`src/rtl/assert_macros.svh`:
```
// assertion helper macros shared by the rtl folder
// expects clk_i and rst_ni to be visible where a macro is used

`ifndef ASSERT_MACROS_SVH
`define ASSERT_MACROS_SVH

// same-cycle implication, disabled during reset
`define PQ_ASSERT_NOW(lbl, ant, cons) \
  lbl: assert property (@(posedge clk_i) disable iff (!rst_ni) (ant) |-> (cons)) \
    else $error("pq assertion failed");

// next-cycle implication, disabled during reset
`define PQ_ASSERT_NEXT(lbl, ant, cons) \
  lbl: assert property (@(posedge clk_i) disable iff (!rst_ni) (ant) |=> (cons)) \
    else $error("pq assertion failed");

`endif

```
`src/rtl/pq_pkg.sv`:
```
// shared constants, command codes and pipeline tag type of the pq encoder
// no dependencies
`timescale 1ns / 1ps

package pq_pkg;

  localparam int SUB_DIM       = 4;
  localparam int NUM_SUBQ      = 8;
  localparam int MAX_CODE_BITS = 8;

  // fixed item field widths
  localparam int ELEM_W  = 16;
  localparam int SUB_W   = 3;
  localparam int CIDX_W  = 8;
  localparam int CODE_W  = 8;
  localparam int CB_W    = 4;
  localparam int IN_ELEMS = (SUB_DIM < 4) ? SUB_DIM : 4;

  // centroid store geometry
  localparam int IDX_W   = MAX_CODE_BITS;
  localparam int SLOTS   = 1 << MAX_CODE_BITS;
  localparam int DEPTH   = NUM_SUBQ * SLOTS;
  localparam int ADDR_W  = $clog2(DEPTH);
  localparam int ROW_W   = SUB_DIM * ELEM_W;

  // distance widths: |diff| <= 2^16 - 1, so its square fits in 32 bits
  localparam int SQ_W    = 2 * ELEM_W;
  localparam int DIST_W  = SQ_W + $clog2(SUB_DIM) + 1;

  localparam logic [CB_W-1:0] CODE_BITS_RST = CB_W'(8);

  typedef enum logic {
    CMD_LOAD   = 1'b0,
    CMD_ENCODE = 1'b1
  } pq_cmd_e;

  // travels alongside each centroid read through the lanes and merge
  typedef struct packed {
    logic             valid;
    logic             first;
    logic             last;
    logic [IDX_W-1:0] idx;
  } pq_tag_t;

endpackage

```
`src/rtl/pq_merge.sv`:
```
// merge stage: sums the lane squares and keeps the running nearest centroid
// depends on pq_pkg
`timescale 1ns / 1ps

module pq_merge
  import pq_pkg::*;
(
  input  logic             clk_i,
  input  logic             rst_ni,
  input  logic [SQ_W-1:0]  sq_i [SUB_DIM],
  input  pq_tag_t          tag_i,
  output logic             done_o,
  output logic [IDX_W-1:0] idx_o
);

  logic [DIST_W-1:0] sum_d, sum_q;
  pq_tag_t           tag_q;
  logic [DIST_W-1:0] best_dist_q;
  logic [IDX_W-1:0]  best_idx_q;
  logic              take;

  // adder tree over the lanes
  always_comb begin
    sum_d = '0;
    for (int e = 0; e < SUB_DIM; e++) begin
      sum_d = sum_d + DIST_W'(sq_i[e]);
    end
  end

  always_ff @(posedge clk_i or negedge rst_ni) begin
    if (!rst_ni) begin
      tag_q <= '0;
    end else begin
      tag_q <= tag_i;
    end
  end

  always_ff @(posedge clk_i) begin
    sum_q <= sum_d;
  end

  // strict less-than keeps the lowest index on ties
  assign take = tag_q.first || (sum_q < best_dist_q);

  always_ff @(posedge clk_i) begin
    if (tag_q.valid && take) begin
      best_dist_q <= sum_q;
      best_idx_q  <= tag_q.idx;
    end
  end

  assign done_o = tag_q.valid && tag_q.last;
  assign idx_o  = take ? tag_q.idx : best_idx_q;

endmodule

```
`config.mk`:
```
export PLATFORM = sky130hd
export DESIGN_NAME = pq_merge
export DESIGN_NICKNAME = d
export VERILOG_FILES = /design/src/rtl/assert_macros.svh /design/src/rtl/pq_pkg.sv /design/src/rtl/pq_merge.sv
export SDC_FILE = /design/constraint.sdc
export NUM_CORES = 1
export LEC_CHECK = 0
export ABC_AREA = 1
export BUFFER_PORTS_ARGS = -buffer_cell sky130_fd_sc_hd__buf_2
export CORE_UTILIZATION = 55
export CTS_CLUSTER_DIAMETER = 120
export DETAILED_ROUTE_END_ITERATION = 10
export HOLD_SLACK_MARGIN = 0.12
export PLACE_DENSITY = 0.8
export SLEW_MARGIN = 20
export SYNTH_ARGS = -nofsm -noshare
export SYNTH_HDL_FRONTEND = slang
export SYNTH_SLANG_ARGS = --single-unit
```
`constraint.sdc`:
```
create_clock -name clk_i -period 10.44 [get_ports clk_i]
set_input_delay 0.522 -clock clk_i [delete_from_list [all_inputs] [get_ports clk_i]]
set_output_delay 0.522 -clock clk_i [all_outputs]
set_load 0.02 [all_outputs]
```
==> impl_metrics.toml <==
[logic_synthesis]
synth-compound-area-share_pct = 8.53
netlist.top_cell.by_area = "fa_1"
synth-seq-area-share_pct = 30.9
synthArstFlopShare_pct = 12.6
synth.avg_cell_area_sq_um = 8.37
synth.ff_latch_count = 87
synthFlopType = "edfxtp_1"
synthAdderAreaFrac_pct = 29.4
post_synth_inst_count = 857
synthDominantCellAreaShare_pct = 17.9
synthesis.nets = 1128
post_synth_num_cell_types = 30
synth_edf_count = 42
synth_xor_area_share_pct = 2.32
ys_top_cells_by_area = "fa_1 (18%), edfxtp_1 (18%), inv_1 (13%), ha_1 (12%), dfxtp_1 (9.5%)"
mappedNetlistArea_sq_mm = 0.00717
ys.warnings.count = 0
synth_simple_gate_area_share_pct = 15.6
fraction_of_synthesized_area_in_multiplexers_pct = 0
combinational_family_with_the_most_area_after_synthesis = "adder cells"

[power]
static-leakage-power_nw = 4.78
ir_drop_mv = 0.0959
p_total_mw = 1.85
power_density_mw_per_mm2 = 219

[die]
io_pins = 150
floorplan.die.width_um = 116
design.die.area_sq_mm = 0.0135
initial_utilization_pct = 56.6
core_region_area_sq_mm = 0.0127
placementRows = 41
vertical_die_dimension_um = 116

[critical_path]
worstSetupEndpointType = "flip-flop"
critPathArrivalTime_ps = 3290
worst-setup-path-type = "primary input to flip-flop"
critPathRequiredTime_ps = 10670
maximum_fanout_along_the_worst_path = 4
worstSetupStartpoint = "sq_i[1]"
critPathLaunchType = "primary input"
reg2reg_from = "best_dist_q[32]"

[sta]
final_min_period_over_clock_period_pct = 29.4
clock_skew_ps = 7.32
finalWorstPathRequiredPeriod_ps = 3070
hold_viol_final = 0
worst-slew-pin-transition_ps = 546
timing.final.setup_violations = 0
max-slew-margin-rel_pct = 63.6
unrepaired_setup_endpoints_after_global_routing = "false"
max_freq_ghz = 0.326
fin_ws_ps = 7370
timing.hold.ws_ps = 282
number_of_pins_exceeding_their_max_slew_limit_in_the_final_report = 0
fin_tns_setup_ps = 0

[placed_design]
gp_congestion = 0.947
detailed_placer_s_ending_hpwl_um = 12500
io_buffers = 149
place_worst_setup_slack_ps = 7060

[clock_network]
cts.htree.levels = 3
clock_latency_ps = 340
cts_num_sinks = 87
clk_pin_slew_worst_paths_ps = 60
tritoncts = "done"
cts-root-to-sink-buffers = 2
numCtsBuffers = 9
ctsRootBufferMaster = "clkbuf_16"

[final_layout]
mostFrequentLayoutCells = "inv_1 (253), nand2_1 (151), buf_2 (149)"
num-fill-cells = 1083
postLayoutCoreUtil_pct = 66.6
antenna-diode-count = 0
drive_gt1_share_pct = 18.6
mostFrequentLayoutCell = "inv_1"
layout-area-overhead-vs-synth_pct = 17.7
nNetsFinal = 1290

[global_routing]
overall_global_routing_usage_pct = 24.4
global_route_wire_length_before_repair_um = 25500
grt_max_degree = 43
number_of_global_route_vias_before_repair = 5919
initial_antenna_violation_count = 0
gr-total-overflow = 0

[run]
maxCapViolations = 0

[routing]
drt_iter0_drcs = 246
drtAntennaViolNets = 0
routedWlPerCell_um = 12.3
route.detailed.drc = 0
drtPass1Iterations = 5
viasPerCell = 4.86
wl_um = 14700
num_vias = 5808

[outcome]
status = "completed"

[hold_path]
timing.hold.worst.start = "tag_i[0]"
min-delay-path-class = "primary input to flip-flop"
worst max-delay path, cell delays in order:
cell and delay (ps):
buf_2 70, inv_1 60, fa_1 550, inv_1 60, fa_1 450, ha_1 290
fa_1 470, nand3_1 110, nand2_2 100, a21o_4 240, nand2_2 60, nand2_2 70
nand2_2 70, nand2_1 50, nand2_1 50, nand2_1 60
worst paths after layout:
kind / endpoint / slack [ps] / cells past startpoint
min in group asynchronous: tag_q[0] / 570 / 2
max in group asynchronous: tag_q[10] / 9660 / 2
worst min register to register: best_dist_q[0] / 440 / 0
worst max-delay path: sum_q[29] / 7370 / 16
worst max register to register: best_dist_q[11] / 7960 / 12
worst min-delay path: tag_q[0] / 280 / 1
cell usage after synthesis, types with 2 or more instances:
cell type  count
inv_1        253
fa_1          64
ha_1          66
dfxtp_1       34
dfrtp_1       11
nand4_1        6
nand2_1      151
a21oi_1       59
a21o_1         6
o21a_1         9
o21ai_1        3
nor2_1        37
nand2_2       15
nor3_1         7
nor4_1         2
nand3_1       34
edfxtp_1      42
nand3_2        4
xor2_1        18
nand2_4        2
o21ai_0       25
state kept, by name, summed over array words and instances, names as in the netlist:
name and cells:
sum_q 34, tag_q 11, best_dist_q 34, best_idx_q 8
final cells by class:
cell class | instances | area, sq um | share of cell area (%)
sequential | 87 | 2220 | 26.3
multi-input combinational | 516 | 4010 | 47.6
timing repair buffer | 151 | 763 | 9.04
inverter | 254 | 953 | 11.3
clock buffer | 11 | 243 | 2.88
tap | 172 | 215 | 2.55
clock inverter | 5 | 35.0 | 0.415
cells by family after synthesis:
kind of cell             count (synthesis)
adder cells (fa/ha/maj)                130
AND/OR/NAND/NOR                        258
flip-flops                              87
XOR/XNOR                                19
AO/OA/AOI/OAI                          109
buffers and inverters                  254
per-layer routing:
layer	share of wire, %	track usage (%)	up-vias
li1	-	-	2950
met1	43	29.4	2652
met2	50	44.4	183
met3	5.4	4.10	23
met4	2.0	7.69	0
met5	0	0	-
stage by stage:
stage / area (sq um) / std cells
5_1_grt: 8440 / 1196
2_1_floorplan: 7170 / 857
4_1_cts: 8440 / 1196
3_3_place_gp: 8150 / 1179
6_report: 8440 / 1196
3_5_place_dp: 8150 / 1179
what timing repair did:
action | 4_1_cts | 5_1_grt
endpoints found under the hold margin | 11 | 0
setup buffers | 0 | 0
gates resized for setup | 0 | 0
hold buffers | 1 | 0
where the power goes:
| part | switching (mW) | internal [mW] |
|---|---|---|
| registers | 0.0593 | 0.517 |
| logic | 0.613 | 0.368 |
| clock network | 0.125 | 0.167 |
(Power assumes the default switching activity.)
