<file path="config.mk">
export PLATFORM = sky130hd
export DESIGN_NAME = pq_lane
export DESIGN_NICKNAME = d
export VERILOG_FILES = /design/src/rtl/assert_macros.svh /design/src/rtl/pq_pkg.sv /design/src/rtl/pq_lane.sv
export SDC_FILE = /design/constraint.sdc
export NUM_CORES = 1
export LEC_CHECK = 0
export ABC_AREA = 1
export BUFFER_PORTS_ARGS = -buffer_cell sky130_fd_sc_hd__buf_2
export CAP_MARGIN = 20
export CORE_ASPECT_RATIO = 1.25
export CORE_MARGIN = 2
export CORE_UTILIZATION = 50
export DETAILED_ROUTE_END_ITERATION = 6
export PLACE_DENSITY = 0.72
export SLEW_MARGIN = 5
export SYNTH_ARGS = -nofsm -noshare
export SYNTH_HDL_FRONTEND = slang
export SYNTH_SLANG_ARGS = --single-unit
</file>
<file path="constraint.sdc">
create_clock -name clk_i -period 7.1 [get_ports clk_i]
set_input_delay 0.355 -clock clk_i [delete_from_list [all_inputs] [get_ports clk_i]]
set_output_delay 0.355 -clock clk_i [all_outputs]
set_load 0.01 [all_outputs]
</file>
<file path="src/rtl/assert_macros.svh">
// assertion helper macros shared by the rtl folder
// expects clk_i and rst_ni to be visible where a macro is used

`ifndef ASSERT_MACROS_SVH
`define ASSERT_MACROS_SVH

// same-cycle implication, disabled during reset
`define PQ_ASSERT_NOW(lbl, ant, cons) \
  lbl: assert property (@(posedge clk_i) disable iff (!rst_ni) (ant) |-> (cons)) \
    else $error("pq assertion failed");

// next-cycle implication, disabled during reset
`define PQ_ASSERT_NEXT(lbl, ant, cons) \
  lbl: assert property (@(posedge clk_i) disable iff (!rst_ni) (ant) |=> (cons)) \
    else $error("pq assertion failed");

`endif

</file>
<file path="src/rtl/pq_pkg.sv">
// shared constants, command codes and pipeline tag type of the pq encoder
// no dependencies
`timescale 1ns / 1ps

package pq_pkg;

  localparam int SUB_DIM       = 4;
  localparam int NUM_SUBQ      = 8;
  localparam int MAX_CODE_BITS = 8;

  // fixed item field widths
  localparam int ELEM_W  = 16;
  localparam int SUB_W   = 3;
  localparam int CIDX_W  = 8;
  localparam int CODE_W  = 8;
  localparam int CB_W    = 4;
  localparam int IN_ELEMS = (SUB_DIM < 4) ? SUB_DIM : 4;

  // centroid store geometry
  localparam int IDX_W   = MAX_CODE_BITS;
  localparam int SLOTS   = 1 << MAX_CODE_BITS;
  localparam int DEPTH   = NUM_SUBQ * SLOTS;
  localparam int ADDR_W  = $clog2(DEPTH);
  localparam int ROW_W   = SUB_DIM * ELEM_W;

  // distance widths: |diff| <= 2^16 - 1, so its square fits in 32 bits
  localparam int SQ_W    = 2 * ELEM_W;
  localparam int DIST_W  = SQ_W + $clog2(SUB_DIM) + 1;

  localparam logic [CB_W-1:0] CODE_BITS_RST = CB_W'(8);

  typedef enum logic {
    CMD_LOAD   = 1'b0,
    CMD_ENCODE = 1'b1
  } pq_cmd_e;

  // travels alongside each centroid read through the lanes and merge
  typedef struct packed {
    logic             valid;
    logic             first;
    logic             last;
    logic [IDX_W-1:0] idx;
  } pq_tag_t;

endpackage

</file>
<file path="src/rtl/pq_lane.sv">
// one distance lane: squared difference of one element pair, registered
// depends on pq_pkg
`timescale 1ns / 1ps

module pq_lane
  import pq_pkg::*;
(
  input  logic                     clk_i,
  input  logic signed [ELEM_W-1:0] x_i,
  input  logic signed [ELEM_W-1:0] c_i,
  output logic        [SQ_W-1:0]   sq_o
);

  logic signed [ELEM_W:0]       diff;
  logic signed [2*ELEM_W+1:0]   prod;
  logic        [SQ_W-1:0]       sq_d, sq_q;

  // sign-extended difference, then its square (always fits in SQ_W bits)
  always_comb begin
    diff = {x_i[ELEM_W-1], x_i} - {c_i[ELEM_W-1], c_i};
    prod = diff * diff;
    sq_d = prod[SQ_W-1:0];
  end

  always_ff @(posedge clk_i) begin
    sq_q <= sq_d;
  end

  assign sq_o = sq_q;

endmodule

</file>
==> metrics.md, run 1 <==
| Metric | Value |
|---|---|
| Status | finished, final reports clean |
| Via count | slightly below 9k |
| Final Critical Period | 6.71 ns |
| Routed length per instance | 15.1 um |
| Mapped Nets | 1,728 |
| Worst setup SP type | primary input |
| Max FFs per register | 31 |
| # setup viols final | 0 |
| CTS tree | done |
| Die Width | 137 um |
| Area leader, netlist | fa_1 |
| Gr usage total | 0.248 |
| Die Y-Extent | 170 um |
| Synth cell types | 41 |
| Core ar. | about 22,000 um^2 |
| Worst-path clk slew | 0.06 ns |
| DP Wirelength | 23,100 um |
| Pin count of the biggest net entering global routing | 14 |
| CP Class | in2reg |
| Final Hold Fails | 0 |
| Crit path max fanout | 8 |
| GPL Wtd Cong | 0.965 |
| Worst path max stage delay | 0.53 ns |
| Area grow syn2layout | 10.7% |
| RSZ-0062 raised after global routing | false |
| Worst hold path class | in2reg |
| Layer with the highest usage | met2 |
| Total CTS buffers | 5 |
| Most common cell on crit path | fa_1 |
| Initial DRC count | 398 |
| Main area contributors after synthesis | fa_1 (47%), inv_1 (14%), ha_1 (10%) |
| Critical Path RT | 7.25 ns |
| Drc violations | 0 |
| # rows | 60 |
| # diodes | 0 |
| Routing usage on met3 | 0.0262 |
| Asr flop ratio synth | 0 |
| Layout cell share with drive strength beyond 1 | 0.104 |
| Post-DP Area | around 12,000 um^2 |
| DRT antenna net count | 0 |
| CTS Buffer Depth | 2 |
| H-tree depth | 2 |
| Number of global-route vias before repair | between 9k and 10k |
| First-pass detailed-route iteration total | 5 |
| Synthesized cell area | 11,100 um^2 |
| Max-cap viol count | 0 |
| Worst EP arrival | 6.86 ns |
| Sequential area share after synthesis | 0.0560 |
| Drt via density | 5.02 |
| Relative slew slack | 0.554 |
| Met1 usage | 0.270 |
| GRT overflow | 0 |
| Nets@finish | between 1.5k and 2k |
| Die area | 23,400 um^2 |
| Post-synth EDFFs | 0 |
| Syn avg cell area | 8.25 um^2 |
| Final Cycle Share | 0.945 |
| Yosys top cell area share | 0.470 |
| GR Layer Usage met2 | 0.470 |
| Final wirelength | 26,100 um |
| First-pass GRT wire length | 44,500 um |
| Peak Freq | 0.149 GHz |
| Initial antenna violation count | 0 |
| Starting Density | 0.513 |
| Design area | 12,300 um^2 |
| Synthesis Warnings | 0 |
| Slew @ Worst Pin | 0.667 ns |
| I/O Buffers | 63 |
| Crit. End Element | register |
| Crit-path slowest cell | fa_1 |
| Max Transition Viols Final | 0 |
| CTS Sinks | 31 |
| Synth Flop Type | dfxtp_1 |
| # hold bufs at CTS | 0 |
| Register bit total from synthesis | 31 |
| Post-synthesis instance total | between 1k and 1.5k |
| I/O pins | 65 |
| Root buf cell | clkbuf_16 |
metrics by stage:
step,utilization,instances,setup slack [ns],TNS [ns],hold WS [ns]
2_1_floorplan,-,1343,0.508,0,0.567
3_3_place_gp,0.556,1716,0.0154,0,0.747
3_5_place_dp,0.556,1716,-0.0614,-0.158,0.749
4_1_cts,0.565,1724,0.204,0,0.717
5_1_grt,0.568,1724,0.00766,0,0.746
6_report,0.568,1724,0.391,0,0.708
final cells by class:
cell class              count  area, um^2
fillers                  2013        9350
well taps                 279         349
multi-input cells         874        8850
clock buffers               6         139
inverters                 417        1570
clock inverters             2        35.0
flip-flops and latches     31         621
repair buffers            115         706
per-layer routing:
layer,share of wire,wire length (um)
met1,0.35,9060
met2,0.55,14400
met3,0.043,1130
met4,0.059,1530
met5,0,0
Yosys cell counts (3+ instances only):
| master | number |
|---|---|
| clkbuf_1 | 10 |
| a21oi_1 | 39 |
| nand2_1 | 205 |
| nor3_1 | 4 |
| and3_1 | 3 |
| buf_2 | 6 |
| dfxtp_1 | 31 |
| o21bai_1 | 6 |
| a31oi_1 | 3 |
| or2_2 | 3 |
| nand3b_1 | 3 |
| buf_4 | 3 |
| inv_1 | 413 |
| nor2_1 | 134 |
| inv_2 | 3 |
| o21ai_0 | 18 |
| ha_1 | 92 |
| fa_1 | 260 |
| xnor2_1 | 10 |
| a21o_1 | 4 |
| nand3_1 | 36 |
| nand4_1 | 4 |
| xor2_1 | 25 |
| nor4_1 | 4 |
repair_timing:
item / CTS / global route
setup endpoints to repair: 0 / 13
gates resized for setup: 0 / 22
setup buffers: 0 / 0
worst paths after layout:
path               start  slack (ns)  depth (start not counted)       end
hold / removal    x_i[1]        0.71                          5   sq_o[2]
setup / recovery  x_i[0]        0.39                         34  sq_o[22]
placed cells by master, fill, tap and decap left out, types with 2 or more instances in the layout:
master / instances
a21o_1: 4
o21ai_1: 3
buf_2: 63
nand3b_1: 3
clkbuf_16: 5
inv_1: 410
and3_1: 3
nand2_1: 204
fa_1: 260
o21a_1: 2
nor3_1: 4
a221oi_1: 2
nor2_2: 4
dfxtp_1: 31
xor2_2: 2
o21bai_1: 6
o21ai_0: 16
nand3_1: 35
inv_2: 4
nand2_2: 2
nor2_1: 129
nor2_4: 2
and2_1: 2
nand4_1: 4
xor2_1: 25
nor4_2: 3
buf_4: 52
o31ai_1: 2
a21oi_1: 38
xnor2_1: 10
a31oi_1: 3
ha_1: 91
or2_2: 3
cells by family after synthesis:
logic type,share of synthesized area
buffers and inverters,0.151
AND/OR/NAND/NOR,0.147
adder cells (fa/ha/maj),0.573
AO/OA/AOI/OAI,0.0415
XOR/XNOR,0.0306
flip-flops,0.0560
other,0.000338
critical path, delay by kind of cell:
family	cells	cell delay, ns
AND/OR/NAND/NOR	12	1.30
buffers and inverters	9	0.67
XOR/XNOR	1	0.15
adder cells (fa/ha/maj)	9	3.84
AO/OA/AOI/OAI	3	0.52
Power of run 1 is left out: the tool's default activity adds up to more than one toggle a clock period on the data nets, which glitch-free logic cannot reach.
==> inputs of run 2 (changes only) <==
Settings changed: MAX_ROUTING_LAYER set to met4.
==> run 2 against run 1 <==
Global-route usage grew 1.1 points. First-iteration DRC count shrank 13%. Via count grew 0.55%. Sequential share of layout area is essentially flat. Fmax shrank 0.96%. Critical path depth grew 2. Utilization grew 0.087 points. Count of clock-buffer cells in the layout is the same. Flip-flop and latch count is the same. Routed wire length grew 2.5%. Highest routed layer unchanged.
==> metrics.md, run 2 (synthesis gave the netlist of run 1 again) <==
| Metric | Value |
|---|---|
| Worst EP arrival | 6.98 ns (+0.12 ns) |
| Nets@finish | 1,833 (+0.22%) |
| Layer with the highest usage | met2 |
| CTS tree | done |
| CP Launch Point | x_i[0] |
| CTS Sinks | 31 (unchanged) |
| Commonest non-fill, non-tap cell in the layout | inv_1 |
| Max Transition Viols Final | 0 (unchanged) |
| Peak Freq | 0.148 GHz (-0.96%) |
| GR Layer Usage met2 | 0.468 (-0.00216) |
| Critical Path RT | 7.30 ns (+0.05 ns) |
| Worst setup SP type | primary input |
| Number of global-route vias before repair | 9,894 (+2.8%) |
| I/O pins | 65 (unchanged) |
| Root buf cell | clkbuf_16 |
| DRT antenna net count | 0 (unchanged) |
| Relative slew slack | 0.546 (-0.00771) |
| Crit. End Element | register |
| Final Hold Fails | 0 (unchanged) |
| Total CTS buffers | 5 (unchanged) |
| # diodes | 0 (unchanged) |
| Die area | 23,400 um^2 (unchanged) |
| Max-cap viol count | 0 (unchanged) |
| # hold bufs at CTS | 0 (unchanged) |
| Core ar. | 21,600 um^2 (unchanged) |
| Area grow syn2layout | 10.9% |
| Crit-path slowest cell | fa_1 |
| Drc violations | 0 (unchanged) |
| Starting Density | 0.513 (unchanged) |
| Register Area | 621 um^2 (unchanged) |
| Fin util | 0.569 (+0.000869) |
| Met1 usage | 0.273 (+0.00329) |
| Status | finished, final reports clean |
| Worst hold path class | in2reg |
| RSZ-0062 raised after global routing | true |
| Multi-input logic area | 8840 um^2 (about the same) |
| Drt via density | 5.04 (+0.32%) |
| Pin count of the biggest net entering global routing | 16 (+2) |
| Worst-path clk slew | 0.05 ns (about the same) |
| Most common cell on crit path | nand2_1 |
| Via count | 8,704 (+0.55%) |
| Die Y-Extent | 170 um (unchanged) |
| # rows | 60 (unchanged) |
| GPL Wtd Cong | 0.955 (-0.97%) |
| H-tree depth | 2 (unchanged) |
| Routing usage on met3 | 0.0259 (-0.000298) |
| Initial antenna violation count | 0 (unchanged) |
| Layout cell share with drive strength beyond 1 | 0.106 (+0.00178) |
| I/O Buffers | 63 (unchanged) |
| Final Critical Period | 6.77 ns (+0.0651 ns) |
| Commonest cells after routing, fill and taps aside | inv_1 (411), fa_1 (260), nand2_1 (204), nor2_1 (127), ha_1 (92) |
| Final wirelength | 26,700 um (+2.5%) |
| Routed length per instance | 15.5 um (+2.3%) |
| Hold_ws | 0.694 ns (-0.0146 ns) |
| # setup viols final | 0 (unchanged) |
| Final Cycle Share | 0.954 (+0.00917) |
| GRT overflow | 0 (unchanged) |
| CTS Buffer Depth | 2 (unchanged) |
| Worst path max stage delay | 0.56 ns (+0.03 ns) |
| Slew @ Worst Pin | 0.678 ns (+0.0115 ns) |
| First-pass detailed-route iteration total | 7 (+2) |
| Crit path max fanout | 8 (unchanged) |
| Die Width | 137 um (unchanged) |
| First-pass GRT wire length | 45,300 um (+1.7%) |
| CP Class | in2reg |
| Max FFs per register | 31 (unchanged) |
| Fill count | 2,018 (+0.25%) |
| Gr usage total | 0.259 (+0.0114) |
| Setup crit end | sq_o[20] |
| DP Wirelength | 23,400 um (+1.3%) |
| Initial DRC count | 348 (-13%) |
## run 2: cell types whose count changed in the layout (fill, tap and decap cells not counted)
cell     before  now
buf_4        52   56
nor2_2        4    7
nor2_1      129  127
a21oi_1      38   37
a21oi_2       1    2
ha_1         91   92
ha_2          1    0
inv_1       410  411
inv_4         1    0
nor2_4        2    1
nor4_1        1    2
nor4_2        3    2
o21ai_1       3    4
o21ai_2       1    0
## run 2: worst min path at each step
stage / slack (ns) / to / depth (start not counted) / start
detailed placement: 0.75 / sq_o[16] / 1 / sq_o[16]
global placement: 0.75 / sq_o[3] / 1 / sq_o[3]
floorplan: 0.57 / sq_o[0] / 2 / c_i[0]
finish: 0.69 / sq_o[2] / 5 / x_i[1]
global route: 0.72 / sq_o[2] / 5 / x_i[1]
CTS: 0.69 / sq_o[2] / 5 / x_i[1]
## run 2: what timing repair did
action / 4_1_cts / 5_1_grt
endpoints found under the setup margin: 0 / 14
setup buffers: 0 / 1
resized for setup: 0 / 19
## run 2: routing by layer
metal,up-vias,share of wire
met5,-,0
met4,0,0.068
met3,97,0.038
met2,231,0.53
met1,4309,0.36
li1,4067,-
## run 2: layout make-up
cell class	instances	share of cell area
clock buffers	6	0.0113
clock inverters	2	0.00285
inverters	417	0.128
multi-input cells	874	0.719
flip-flops and latches	31	0.0505
well taps	279	0.0284
repair buffers	119	0.0599
## run 2: metrics by stage
stage	setup slack (ns)	instance area (um^2)	setup TNS (ns)	cells
6_report	0.326	12300	0	1728
5_1_grt	-0.0734	12300	-0.109	1728
4_1_cts	0.230	12200	0	1727
3_5_place_dp	-0.0283	12100	-0.0283	1719
3_3_place_gp	0.0875	12100	0	1719
2_1_floorplan	0.508	11100	0	1343
## run 2: worst max-delay path, delay by kind of cell
family	cells	cell delay [ns]
AND/OR/NAND/NOR	14	1.35
XOR/XNOR	1	0.17
buffers and inverters	10	0.80
adder cells (fa/ha/maj)	9	3.86
AO/OA/AOI/OAI	2	0.43
Power of run 2 is left out for the same reason.
==> inputs of run 3 (changes only) <==
Settings changed: CORE_MARGIN 2 to not set.
==> run 3 against run 2 <==
Hold slack got worse by 0.0067 ns. Worst setup slack improved by 0.014 ns. Utilization rose by 0.45 points. Die area fell by 2.6%. Fmax rose by 0.20%. Sequential share of layout area barely moved. Routed wire length fell by 1.5%. Non-clock buffer count rose by 6. Flip-flop and latch count did not move. Design area rose by 0.78%. Cell count rose by 0.35%. Critical path type unchanged. Largest cell class unchanged. Highest routed layer unchanged.
==> metrics.md, run 3 (synthesis gave the netlist of run 1 again) <==
| Metric | Value |
|---|---|
| Status | finished, final reports clean |
| Gr usage total | 0.258 (-0.00123) |
| Worst hold path class | in2reg |
| Peak Freq | 0.148 GHz (+0.20%) |
| Die Width | 135 um (-1.5%) |
| First-pass GRT wire length | 44,000 um (-2.8%) |
| Met2 routed WL | 14,700 um (+2.7%) |
| Commonest cells after routing, fill and taps aside | inv_1 (409), fa_1 (260), nand2_1 (203), nor2_1 (128), ha_1 (89) |
| Max Transition Viols Final | 0 (unchanged) |
| Total CTS buffers | 5 (unchanged) |
| Final WS setup | 0.340 ns (+0.0135 ns) |
| Initial antenna violation count | 0 (unchanged) |
| Final Critical Period | 6.76 ns (-0.0135 ns) |
| Final Cycle Share | 0.952 (-0.00190) |
| Pin count of the biggest net entering global routing | 14 (-2) |
| Crit-path slowest cell | fa_1 |
| Relative slew slack | 0.572 (+0.0256) |
| I/O pins | 65 (unchanged) |
| Critical Path RT | 7.29 ns (about the same) |
| CTS Buffer Depth | 2 (unchanged) |
| Via count | 8,660 (-0.51%) |
| Final Hold Fails | 0 (unchanged) |
| First-pass detailed-route iteration total | 6 (-1) |
| Layout cell share with drive strength beyond 1 | 0.117 (+0.0106) |
| Hold path cells | 5 (unchanged) |
| H-tree depth | 2 (unchanged) |
| Die Y-Extent | 168 um (-1.2%) |
| CTS tree | done |
| Met3 wire length | 877 um (-14%) |
| Top routing layer in use | met4 |
| Nets@finish | 1,839 (+0.33%) |
| Routed length per instance | 15.2 um (-1.9%) |
| Crit. End Element | register |
| # diodes | 0 (unchanged) |
| Core ar. | 21,600 um^2 (unchanged) |
| CTS Sinks | 31 (unchanged) |
| I/O Buffers | 63 (unchanged) |
| Worst setup SP type | primary input |
| DP Wirelength | 23,100 um (-1.4%) |
| Max-cap viol count | 0 (unchanged) |
| Drt via density | 4.99 (-0.85%) |
| CP Class | in2reg |
| Crit path max fanout | 13 (+5) |
| Final wirelength | 26,300 um (-1.5%) |
| Dpl ws | -0.112 ns (-0.0839 ns) |
| Starting Density | 0.513 (unchanged) |
| # hold bufs at CTS | 0 (unchanged) |
| Slew @ Worst Pin | 0.640 ns (-0.0383 ns) |
| # setup viols final | 0 (unchanged) |
| Drc violations | 0 (unchanged) |
| GRT overflow | 0 (unchanged) |
| DRT antenna net count | 0 (unchanged) |
| Worst-path clk slew | 0.05 ns (about the same) |
| Number of global-route vias before repair | 9,600 (-3.0%) |
| GPL Wtd Cong | 0.957 (+0.21%) |
| Root buf cell | clkbuf_16 |
| Wl on met1 | 9550 um (-0.59%) |
| Initial DRC count | 455 (+31%) |
| Commonest non-fill, non-tap cell in the layout | inv_1 |
| Max FFs per register | 31 (unchanged) |
| Die area | 22,800 um^2 (-2.6%) |
| # rows | 60 (unchanged) |
| Area grow syn2layout | 11.8% |
| Fill count | 2,019 (+0.050%) |
| Worst EP arrival | 6.95 ns (-0.03 ns) |
| Worst path max stage delay | 0.55 ns (about the same) |
[run 3: changes by cell type in the layout (fill, tap and decap cells not counted), moves of 2 or more]
| cell | before | now |
|---|---|---|
| clkinv_2 | 1 | 3 |
| nor4_4 | 0 | 2 |
| inv_4 | 0 | 2 |
| ha_1 | 92 | 89 |
| buf_4 | 56 | 62 |
| inv_1 | 411 | 409 |
| ha_4 | 0 | 3 |
[run 3: final cells by class]
| class | instances | area, um^2 | share of cell area |
|---|---|---|---|
| Clock buffer | 5 | 125 | 0.0101 |
| Clock inverter | 3 | 15.0 | 0.00121 |
| Inverter | 417 | 1570 | 0.127 |
| Multi-Input combinational cell | 874 | 8930 | 0.721 |
| Sequential cell | 31 | 621 | 0.0501 |
| Tap cell | 279 | 349 | 0.0282 |
| Timing Repair Buffer | 125 | 781 | 0.0630 |
[run 3: stage by stage]
stage | util | cell area (um^2) | TNS [ns] | std cells | hold WS, ns
after floorplan | - | 11100 | 0 | 1343 | 0.567
after global placement | 0.559 | 12100 | -0.139 | 1724 | 0.748
after detailed placement | 0.559 | 12100 | -0.365 | 1724 | 0.747
after CTS | 0.566 | 12200 | 0 | 1732 | 0.703
after global routing | 0.573 | 12400 | -0.0209 | 1734 | 0.750
final | 0.573 | 12400 | 0 | 1734 | 0.687
[run 3: path summary, 6_finish.rpt]
check   start        to  slack, ns
min    x_i[1]   sq_o[2]       0.69
max    x_i[2]  sq_o[20]       0.34
[run 3: what timing repair did]
action / in CTS / in global routing
endpoints found under the setup margin: 0 / 14
gates resized for setup: 0 / 34
setup buffers: 0 / 2
[run 3: critical path, delay by kind of cell]
| kind | cells | cell delay, ns |
|---|---|---|
| AO/OA/AOI/OAI | 3 | 0.62 |
| buffers and inverters | 8 | 0.73 |
| adder cells (fa/ha/maj) | 8 | 3.66 |
| AND/OR/NAND/NOR | 11 | 1.39 |
| XOR/XNOR | 1 | 0.18 |
[run 3: per-layer routing]
metal	vias up	global-route usage
met1	4299	0.271
met2	210	0.490
li1	4078	-
met4	0	0.116
met3	73	0.0132
met5	-	-
Power of run 3 is left out for the same reason.
